--- src/nnact_pkg.sv ---
// ============================================================================
// nnact_pkg: shared definitions for the activation unit
// Activation function codes, configuration register indexes and the default
// values of the top-level parameters.
// ============================================================================
package nnact_pkg;

	// Default geometry: Q4.12 data and a 256-entry sigmoid curve table.
	localparam int DATA_WIDTH_DEFAULT          = 16;
	localparam int FRAC_BITS_DEFAULT           = 12;
	localparam int CURVE_TABLE_ENTRIES_DEFAULT = 256;

	// Configuration port geometry.
	localparam int CFG_INDEX_WIDTH = 4;
	localparam int CFG_DATA_WIDTH  = 2;

	// Configuration register indexes.
	localparam logic [CFG_INDEX_WIDTH-1:0] CFG_HIDDEN_FUNCTION = CFG_INDEX_WIDTH'(0);
	localparam logic [CFG_INDEX_WIDTH-1:0] CFG_OUTPUT_FUNCTION = CFG_INDEX_WIDTH'(1);

	// Activation function codes; all four codes of the register are defined.
	typedef enum logic [CFG_DATA_WIDTH-1:0] {
		ACT_SIGMOID = 2'd0,
		ACT_TANH    = 2'd1,
		ACT_RELU    = 2'd2,
		ACT_LINEAR  = 2'd3
	} act_fn_t;

endpackage

--- src/nn_activation_unit.sv ---
// ============================================================================
// nn_activation_unit: fixed-point neural-network activation unit
// Applies sigmoid, tanh, relu or linear (slope 3.14) to a signed fixed-point
// item, or the derivative of that function, and saturates the result.
// ============================================================================
//
//  Channel   Handshake                  Payload
//  --------  -------------------------  ------------------------------------
//  input     in_valid / in_stall        operand, want_derivative,
//                                       use_output_layer
//  output    out_valid / out_stall      result_value, clipped
//  config    cfg_write_enable           cfg_index, cfg_data
//
// One item is accepted per cycle while in_stall is low; each item passes from the
// input register to the result register before it is presented on the output. The
// path from the input register through the single multiplier (or the curve table)
// and the saturation logic to the result register sets the clock rate.
// Reset clears both function registers to sigmoid and empties both stages.
// A stall on the output holds the result register; the input register still
// takes one more item, and the input stalls only once both stages are full.
//
module nn_activation_unit
	import nnact_pkg::*;
#(
	parameter int DATA_WIDTH          = DATA_WIDTH_DEFAULT,
	parameter int FRAC_BITS           = FRAC_BITS_DEFAULT,
	parameter int CURVE_TABLE_ENTRIES = CURVE_TABLE_ENTRIES_DEFAULT
) (
	input  logic                              clk,
	input  logic                              arst_n,
	// Input channel
	input  logic                              in_valid,
	output logic                              in_stall,
	input  logic signed [DATA_WIDTH-1:0]      operand,
	input  logic                              want_derivative,
	input  logic                              use_output_layer,
	// Configuration port
	input  logic                              cfg_write_enable,
	input  logic        [CFG_INDEX_WIDTH-1:0] cfg_index,
	input  logic        [CFG_DATA_WIDTH-1:0]  cfg_data,
	// Output channel
	output logic                              out_valid,
	input  logic                              out_stall,
	output logic signed [DATA_WIDTH-1:0]      result_value,
	output logic                              clipped
);

	// ------------------------------------------------------------------------
	// Derived constants
	// ------------------------------------------------------------------------
	localparam longint ONE_L   = longint'(1) << FRAC_BITS;
	localparam longint SLOPE_L = (314 * ONE_L + 50) / 100;
	localparam longint DMAX_L  = (longint'(1) << (DATA_WIDTH - 1)) - 1;
	localparam longint DMIN_L  = -DMAX_L - 1;

	// Multiplier second operand: holds ONE - x, x or the slope constant.
	localparam int BW = (DATA_WIDTH + 1 > FRAC_BITS + 3) ? DATA_WIDTH + 1 : FRAC_BITS + 3;
	localparam int PW = DATA_WIDTH + BW;
	localparam int RW = PW + 1;

	// Curve table addressing.
	localparam int AW = DATA_WIDTH + 1;
	localparam int NW = $clog2(CURVE_TABLE_ENTRIES + 1);
	localparam int SW = AW + NW;
	localparam int IW = $clog2(CURVE_TABLE_ENTRIES);
	localparam int CW = FRAC_BITS + 1;

	localparam logic signed [DATA_WIDTH-1:0] DATA_MAX_V = DATA_WIDTH'(DMAX_L);
	localparam logic signed [DATA_WIDTH-1:0] DATA_MIN_V = DATA_WIDTH'(DMIN_L);
	localparam logic signed [RW-1:0]         DMAX_R     = RW'(DMAX_L);
	localparam logic signed [RW-1:0]         DMIN_R     = RW'(DMIN_L);
	localparam logic signed [RW-1:0]         ONE_R      = RW'(ONE_L);
	localparam logic signed [RW-1:0]         SLOPE_R    = RW'(SLOPE_L);
	localparam logic signed [BW-1:0]         ONE_B      = BW'(ONE_L);
	localparam logic signed [BW-1:0]         SLOPE_B    = BW'(SLOPE_L);
	localparam logic [SW-1:0]                IDX_LAST_S = SW'(CURVE_TABLE_ENTRIES - 1);
	localparam logic [IW-1:0]                IDX_LAST   = IW'(CURVE_TABLE_ENTRIES - 1);

	// ------------------------------------------------------------------------
	// Sigmoid curve table: piecewise-linear sigmoid at each entry's left edge
	// over magnitudes from 0 up to 8.
	// ------------------------------------------------------------------------
	logic [CW-1:0] curve_rom [CURVE_TABLE_ENTRIES];

	for (genvar gi = 0; gi < CURVE_TABLE_ENTRIES; gi++) begin : g_curve
		localparam longint EDGE  = (longint'(gi) << (FRAC_BITS + 3)) / CURVE_TABLE_ENTRIES;
		localparam longint ENTRY =
			(EDGE >= 5 * ONE_L)        ? ONE_L :
			(EDGE >= (19 * ONE_L) / 8) ? (EDGE >> 5) + (27 * ONE_L) / 32 :
			(EDGE >= ONE_L)            ? (EDGE >> 3) + (5 * ONE_L) / 8 :
			                             (EDGE >> 2) + ONE_L / 2;
		assign curve_rom[gi] = CW'(ENTRY);
	end

	// ------------------------------------------------------------------------
	// Configuration registers
	// ------------------------------------------------------------------------
	act_fn_t hidden_function_q;
	act_fn_t output_function_q;

	always_ff @(posedge clk or negedge arst_n) begin
		if (!arst_n) begin
			hidden_function_q <= ACT_SIGMOID;
			output_function_q <= ACT_SIGMOID;
		end else if (cfg_write_enable) begin
			unique case (cfg_index)
				CFG_HIDDEN_FUNCTION: hidden_function_q <= act_fn_t'(cfg_data);
				CFG_OUTPUT_FUNCTION: output_function_q <= act_fn_t'(cfg_data);
				default: ;
			endcase
		end
	end

	// ------------------------------------------------------------------------
	// Flow control: each stage moves on when it is empty or its successor
	// moves on.
	// ------------------------------------------------------------------------
	logic valid_s1;
	logic valid_q;
	logic out_free;
	logic s1_free;
	logic in_accept;

	assign out_free  = !valid_q || !out_stall;
	assign s1_free   = !valid_s1 || out_free;
	assign in_stall  = !s1_free;
	assign in_accept = in_valid && s1_free;
	assign out_valid = valid_q;

	always_ff @(posedge clk or negedge arst_n) begin
		if (!arst_n) begin
			valid_s1 <= 1'b0;
			valid_q  <= 1'b0;
		end else begin
			if (s1_free) begin
				valid_s1 <= in_valid;
			end
			if (out_free) begin
				valid_q <= valid_s1;
			end
		end
	end

	// ------------------------------------------------------------------------
	// Input register; the function is chosen from the layer flag on entry.
	// ------------------------------------------------------------------------
	logic signed [DATA_WIDTH-1:0] operand_s1;
	logic                         deriv_s1;
	act_fn_t                      mode_s1;

	always_ff @(posedge clk) begin
		if (in_accept) begin
			operand_s1 <= operand;
			deriv_s1   <= want_derivative;
			mode_s1    <= use_output_layer ? output_function_q : hidden_function_q;
		end
	end

	// ------------------------------------------------------------------------
	// Curve table lookup: sigmoid reads at |x|, tanh at 2|x|.
	// ------------------------------------------------------------------------
	logic                  x_neg;
	logic [DATA_WIDTH-1:0] mag;
	logic [AW-1:0]         curve_arg;
	logic [SW-1:0]         curve_scaled;
	logic [SW-1:0]         idx_wide;
	logic [IW-1:0]         curve_idx;
	logic [CW-1:0]         curve_p;

	assign x_neg        = operand_s1[DATA_WIDTH-1];
	assign mag          = x_neg ? DATA_WIDTH'(-operand_s1) : DATA_WIDTH'(operand_s1);
	assign curve_arg    = (mode_s1 == ACT_TANH) ? {mag, 1'b0} : {1'b0, mag};
	assign curve_scaled = SW'(curve_arg) * SW'(CURVE_TABLE_ENTRIES);
	assign idx_wide     = curve_scaled >> (FRAC_BITS + 3);
	assign curve_idx    = (idx_wide > IDX_LAST_S) ? IDX_LAST : idx_wide[IW-1:0];
	assign curve_p      = curve_rom[curve_idx];

	// ------------------------------------------------------------------------
	// Shared multiplier: s*(ONE-s), t*t or x*slope, floored by the fraction.
	// ------------------------------------------------------------------------
	logic signed [BW-1:0] mul_b;
	logic signed [PW-1:0] product;
	logic signed [RW-1:0] prod_sh;

	always_comb begin
		mul_b = SLOPE_B;
		case (mode_s1)
			ACT_SIGMOID: mul_b = ONE_B - BW'(operand_s1);
			ACT_TANH:    mul_b = BW'(operand_s1);
			ACT_RELU:    mul_b = SLOPE_B;
			ACT_LINEAR:  mul_b = SLOPE_B;
		endcase
	end

	assign product = PW'(operand_s1) * PW'(mul_b);
	assign prod_sh = RW'(product >>> FRAC_BITS);

	// ------------------------------------------------------------------------
	// Result selection and saturation.
	// ------------------------------------------------------------------------
	logic signed [RW-1:0]         x_r;
	logic signed [RW-1:0]         p_r;
	logic signed [RW-1:0]         tanh_t;
	logic signed [RW-1:0]         raw_r;
	logic                         x_pos;
	logic signed [DATA_WIDTH-1:0] sat_value;
	logic                         sat_clip;

	assign x_r    = RW'(operand_s1);
	assign p_r    = signed'(RW'(curve_p));
	assign tanh_t = (p_r <<< 1) - ONE_R;
	assign x_pos  = !x_neg && (operand_s1 != '0);

	always_comb begin
		raw_r = '0;
		if (!deriv_s1) begin
			case (mode_s1)
				ACT_SIGMOID: raw_r = x_neg ? ONE_R - p_r : p_r;
				ACT_TANH:    raw_r = x_neg ? -tanh_t : tanh_t;
				ACT_RELU:    raw_r = x_pos ? x_r : '0;
				ACT_LINEAR:  raw_r = prod_sh;
			endcase
		end else begin
			case (mode_s1)
				ACT_SIGMOID: raw_r = prod_sh;
				ACT_TANH:    raw_r = ONE_R - prod_sh;
				ACT_RELU:    raw_r = x_pos ? ONE_R : '0;
				ACT_LINEAR:  raw_r = SLOPE_R;
			endcase
		end
	end

	always_comb begin
		if (raw_r > DMAX_R) begin
			sat_value = DATA_MAX_V;
			sat_clip  = 1'b1;
		end else if (raw_r < DMIN_R) begin
			sat_value = DATA_MIN_V;
			sat_clip  = 1'b1;
		end else begin
			sat_value = raw_r[DATA_WIDTH-1:0];
			sat_clip  = 1'b0;
		end
	end

	// ------------------------------------------------------------------------
	// Result register
	// ------------------------------------------------------------------------
	logic signed [DATA_WIDTH-1:0] result_q;
	logic                         clipped_q;

	always_ff @(posedge clk) begin
		if (out_free && valid_s1) begin
			result_q  <= sat_value;
			clipped_q <= sat_clip;
		end
	end

	assign result_value = result_q;
	assign clipped      = clipped_q;

	// ------------------------------------------------------------------------
	// Assertions
	// ------------------------------------------------------------------------
`ifndef NO_ASSERTIONS
	// A saturated result sits at one end of the data range.
	a_clip_extreme: assert property (@(posedge clk) disable iff (!arst_n)
		(valid_q && clipped_q) |-> (result_q == DATA_MAX_V || result_q == DATA_MIN_V))
		else $error("clipped result is not at a range limit");

	// An item in the input register moves to the output when the output is free.
	a_s1_advance: assert property (@(posedge clk) disable iff (!arst_n)
		(valid_s1 && out_free) |=> valid_q)
		else $error("item lost between input register and result register");

	// A blocked item in the input register is held unchanged.
	a_s1_hold: assert property (@(posedge clk) disable iff (!arst_n)
		(valid_s1 && !out_free) |=> (valid_s1 && $stable(operand_s1) && $stable(mode_s1)))
		else $error("blocked item in input register changed");

	// The input stalls only when both stages hold an item.
	a_stall_full: assert property (@(posedge clk) disable iff (!arst_n)
		in_stall |-> (valid_s1 && valid_q && out_stall))
		else $error("input stalled with room in the pipeline");
`endif

endmodule
--- config.mk ---
export PLATFORM = sky130hd
export DESIGN_NAME = nn_activation_unit
export DESIGN_NICKNAME = d
export VERILOG_FILES = /design/src/nnact_pkg.sv /design/src/nn_activation_unit.sv
export SDC_FILE = /design/constraint.sdc
export NUM_CORES = 1
export LEC_CHECK = 0
export CAP_MARGIN = 10
export CORE_UTILIZATION = 50
export CTS_CLUSTER_DIAMETER = 120
export CTS_CLUSTER_SIZE = 25
export DETAILED_ROUTE_END_ITERATION = 12
export DONT_BUFFER_PORTS = 1
export SETUP_SLACK_MARGIN = 0.5
export SKIP_CTS_REPAIR_TIMING = 1
export SYNTH_ARGS = -nofsm -noshare
export SYNTH_HDL_FRONTEND = slang
export SYNTH_SLANG_ARGS = --single-unit
--- constraint.sdc ---
create_clock -name clk -period 29.1 [get_ports clk]
set_clock_uncertainty 0.15 [all_clocks]
set_input_delay 7.275 -clock clk [delete_from_list [all_inputs] [get_ports clk]]
set_output_delay 7.275 -clock clk [all_outputs]
set_load 0.005 [all_outputs]
# Yosys cells after proc, flatten, opt, wreduce, memory -nomap -nowiden
# Memories as Yosys holds them, arrays and structs flattened.
# Cells that the tools add are included.
dict set report totals {
  ff_bits 42
  inputBits 29
  out_inout_bits 19
  memories 1
  mem_bits_ro 3328
  word_cells 58
}
dict set report classes {
  bitwise 1
  n_reduce_logical 16
  addsub 6
  n_mul 1
  n_lt_le_gt_ge 4
  eq_ne 4
  muxes 16
}
# memory words width rd rd_clocked_by_memory_dff wr line
set memory_table {}
lappend memory_table {{(no name shown)} 256 13 1 0 0 nn_activation_unit.sv:176} ;# assign curve_p = curve_rom[curve_idx];
# cell n
set ops {}
lappend ops {{one-hot mux 34 bit (4 select lines)} 2}
lappend ops {{two-way mux 34 bit} 4}
lappend ops {{one-hot mux 17 bit (3 select lines)} 1}
lappend ops {{two-way mux 13 bit} 3}
lappend ops {{greater-than comparator 34 x 16 -> 1 bit (second input constant)} 1}
lappend ops {{< comparator 34 x 16 -> 1 bit (second input constant)} 1}
lappend ops {{negator 15 -> 34 bit} 1}
lappend ops {{multiplier 16 x 17 -> 33 bit} 1}
lappend ops {{two-way mux 16 bit} 2}
lappend ops {{subtractor 14 x 21 -> 22 bit (first input constant)} 1}
lappend ops {{two-way mux 17 bit} 1}
lappend ops {{subtractor 14 x 16 -> 17 bit (first input constant)} 1}
lappend ops {{negator 16 bit} 1}
lappend ops {{nonzero test 16 bit} 1}
lappend ops {{subtractor 14 x 13 -> 15 bit (second input constant)} 1}
lappend ops {{subtractor 13 x 13 -> 14 bit (first input constant)} 1}
lappend ops {{greater-than comparator 10 x 8 -> 1 bit (second input constant)} 1}
lappend ops {{>= comparator 9 bit (second input constant)} 1}
lappend ops {{NOT 8 -> 9 bit} 1}
lappend ops {{two-way mux 8 bit} 1}
lappend ops {{logical NOT 1 bit} 5}
lappend ops {{equality test 2 bit (second input constant)} 2}
lappend ops {{equality test 4 x 1 -> 1 bit (second input constant)} 1}
lappend ops {{logical NOT 4 bit} 1}
lappend ops {{8 further kinds} 12}

# Longest topological paths before layout
dict set report logic_depth {
  ltp_word 16
  mapped_depth 41
  ltp_nobuf 35
}

# Worst setup path before layout
# OpenSTA, ideal clock, no wires.
dict set report synth_timing {
  kind {input port to output port}
  startpoint {in out_stall}
  endpoint {out in_stall}
  t_required_ps 21675
  path_stages 2
  path_buffers 0
  arrival_time_ps 7420
  path_slack_ps 14255
  path_cell_list {nand3_1 -> inv_1}
}
dict set report synth_via {
  elab_chain_cells 4
}
# element line
set synth_rtl {}
lappend synth_rtl {{from (decl)} nn_activation_unit.sv:43} ;# input logic out_stall,
lappend synth_rtl {{logical NOT 1 bit} nn_activation_unit.sv:124} ;# assign out_free = !valid_q || !out_stall;
lappend synth_rtl {{logical OR 1 bit} nn_activation_unit.sv:124}
lappend synth_rtl {{logical OR 1 bit} nn_activation_unit.sv:125} ;# assign s1_free = !valid_s1 || out_free;
lappend synth_rtl {{logical NOT 1 bit} nn_activation_unit.sv:126} ;# assign in_stall = !s1_free;
lappend synth_rtl {{to (decl)} nn_activation_unit.sv:33} ;# output logic in_stall,
# No other way between the ends.

# Final worst setup path
# Same ends and word-level chain as after synthesis.

==> summary.txt <==
Status: finished clean
Clock transition at path regs: 0.07 ns
CP max-delay cell: inv_1
Post-synth EDFFs: 36
Pre-antenna DRT Iters: 6
Critical Path, Cell by Cell: nand3_1 > inv_1
Initial Util: 51.2%
Worst reg-to-reg setup slack: 16.46 ns
Nets@finish: 2217
Seq cells post-synth: 42
CP Class: primary input to primary output
Slew HR: 26.5%
Syn Area/Cell: 8.36 um2
Antenna viol nets, final: 0
Cell Area, Synth: 0.0158 mm2
Drt via density: 5.95
Yosys warning count: 0
Hold depth: 1
Count of standard-cell rows: 64
Total negative setup slack: 0 ns
CTS tree: yes
Seq/Total Area, Yosys: 7.80%
Chip Height: 180 um
Syn Inst Count: 1889
Root buf cell: clkbuf_16
Synth Net Count: 2286
Cell Area, Placed: 0.0161 mm2
Met1 usage in global routing: 44.2%
Worst Hold Class: flip-flop to flip-flop
Worst r2r src: operand_s1[4]
Final hold violations: 0
Yosys cell types: 93
Least-Margin Pin Slew: 1.09 ns
Count of pins over their slew limit: 0
CTS Buf Count: 5
XOR/XNOR Fraction of Synth Area: 3.55%
Vias in the first global route: 13459
Met2 usage: 47.6%
Total grt overflow: 0
DRC Markers: 0
Compound-gate portion of the synthesized area: 15.0%
WHS: 0.319 ns
DR WL/cell: 21.6 um
# clock sinks: 42
DP HPWL: 36700 um
Slowest Stage Delay on Critical Path: 0.09 ns
Cell area after layout: 0.0163 mm2
Max_cap viols: 0
Worst-path maximum fanout: 3
Grt met3 use: 6.16%
Total number of H-tree levels: 2
Worst hold start: valid_s1
Area grow syn2layout: 2.96%
Buf/Inv on CP: 1
CP Data Arrival Time: 7.44 ns
Diodes inserted: 0
Final Wtd Congestion: 0.963
Final Setup Violations: 0
Largest family of logic cells by synthesized area: adder cells
Async set or reset register ratio after synthesis: 14.3%
Hold EP: out_valid
Share of layout cells above drive strength 1: 5.05%
Tmin final: 14.87 ns
Startpoint Class: primary input
Pin count of the biggest net entering global routing: 69
RSZ-0062 raised after global routing: no
Clk Latency, worst-skew pair: 0.30 ns
Initial antenna violation count: 0
WL final: 47800 um
1st-iter DRT viols: 1109
Synth Area in Simple Gates: 18.6%
Adder-cell share of the synthesized area: 42.3%
Core area: 0.0308 mm2
Mux contribution to synthesized area: 1.20%
GRT Overall Usage: 30.7%
Synth Flop Type: edfxtp_1
Crit. End Element: primary output
Die Area: 0.0323 mm2
Die X: 180 um
Top delay family on crit path: buffers and inverters
Vias: 13194
Achievable clock frequency: 67.3 MHz
Global-route wire length before repair: 76300 um
Buffers on Ports: 0
Worst r2r dst: result_value[7]
GRT busiest layer: met2
Worst R2R Path Depth: 33
Crit share post-route: 51.1%
Util after Layout: 52.7%
IO Count: 48
Bufs on Longest Clock Path: 2
CP required: 21.67 ns
==> Yosys cell counts, types with 6 or more instances <==
| cell | n | area, um2 |
|---|---|---|
| inv_1 | 353 | 1330 |
| fa_1 | 276 | 5530 |
| nand2_1 | 203 | 762 |
| nor2_1 | 109 | 409 |
| and2_1 | 102 | 638 |
| a21oi_1 | 94 | 470 |
| ha_1 | 92 | 1150 |
| clkbuf_1 | 82 | 308 |
| o21ai_0 | 59 | 295 |
| nor3_1 | 42 | 210 |
| xnor2_1 | 41 | 359 |
| edfxtp_1 | 36 | 1080 |
| nand3_1 | 28 | 140 |
| xor2_1 | 23 | 201 |
| a31oi_1 | 21 | 131 |
| a211oi_1 | 18 | 135 |
| buf_2 | 16 | 80.1 |
| a21o_1 | 15 | 113 |
| o211ai_1 | 13 | 97.6 |
| nand4_1 | 12 | 75.1 |
| nor4_1 | 11 | 68.8 |
| and3_1 | 10 | 62.6 |
| and4_1 | 10 | 87.6 |
| mux2i_1 | 10 | 100 |
| nand2b_1 | 10 | 62.6 |
| nor2b_1 | 10 | 62.6 |
| mux2_2 | 8 | 90.1 |
| a41oi_1 | 7 | 61.3 |
| buf_1 | 7 | 26.3 |
| a22oi_1 | 6 | 45.0 |
| dfrtp_1 | 6 | 150 |
| o211a_1 | 6 | 60.1 |
| o21ai_1 | 6 | 30.0 |
| o21bai_1 | 6 | 45.0 |
| o22ai_1 | 6 | 37.5 |
==> per-layer routing <==
metal / vias up / part of all wire [%]
li1: 5997 / -
met1: 6632 / 45
met2: 505 / 45
met3: 60 / 8.2
met4: 0 / 2.1
met5: - / 0
==> flip-flops by register name, summed over array words and instances, names as in the netlist <==
name               cells
operand_s1            16
output_function_q      2
hidden_function_q      2
result_value          16
clipped                1
out_valid              1
valid_s1               1
mode_s1                2
deriv_s1               1
==> cell families after synthesis <==
family / Yosys count
mux: 18
fa+ha+maj: 368
buf+inv: 470
simple gates: 586
flops: 42
compound gates: 341
xor+xnor: 64
==> layout make-up <==
cell class / count / area [um2]
Inverter: 359 / 1350
Tap cell: 396 / 495
Clock inverter: 3 / 43.8
Multi-Input combinational cell: 1377 / 12800
Fill cell: 2945 / 14600
Clock buffer: 5 / 125
Sequential cell: 42 / 1230
Timing Repair Buffer: 35 / 263
==> layout by cell type, fill, tap and decap left out, types with 7 or more instances in the layout <==
cell / n
edfxtp_1: 36
mux2_2: 8
nor3_1: 42
a21oi_1: 94
a41oi_1: 7
nor4_1: 11
and2_1: 102
nand2b_1: 10
xor2_1: 23
mux2i_1: 10
a31oi_1: 21
o21ai_0: 59
ha_1: 92
and4_1: 10
xnor2_1: 41
nand2_1: 203
nand3_1: 28
a21o_1: 15
nand4_1: 12
nor2_1: 109
fa_1: 276
buf_4: 35
and3_1: 10
a211oi_1: 18
nor2b_1: 10
o211ai_1: 13
inv_1: 353
==> worst max path at each step <==
stage	from	to	slack, ns	cells past startpoint
floorplan	out_stall	in_stall	14.25	2
global placement	out_stall	in_stall	14.23	2
detailed placement	out_stall	in_stall	14.23	2
CTS	out_stall	in_stall	14.23	2
global route	out_stall	in_stall	14.17	2
finish	out_stall	in_stall	14.23	2
==> metrics by stage <==
step / std cells / setup slack (ns)
3_5_place_dp: 2208 / 14.23
3_3_place_gp: 2208 / 14.23
2_1_floorplan: 1889 / 14.25
6_report: 2217 / 14.23
4_1_cts: 2216 / 14.23
5_1_grt: 2217 / 14.17
Power is left out: the tool's default activity adds up to more than one toggle a clock period on the data nets, which glitch-free logic cannot reach.
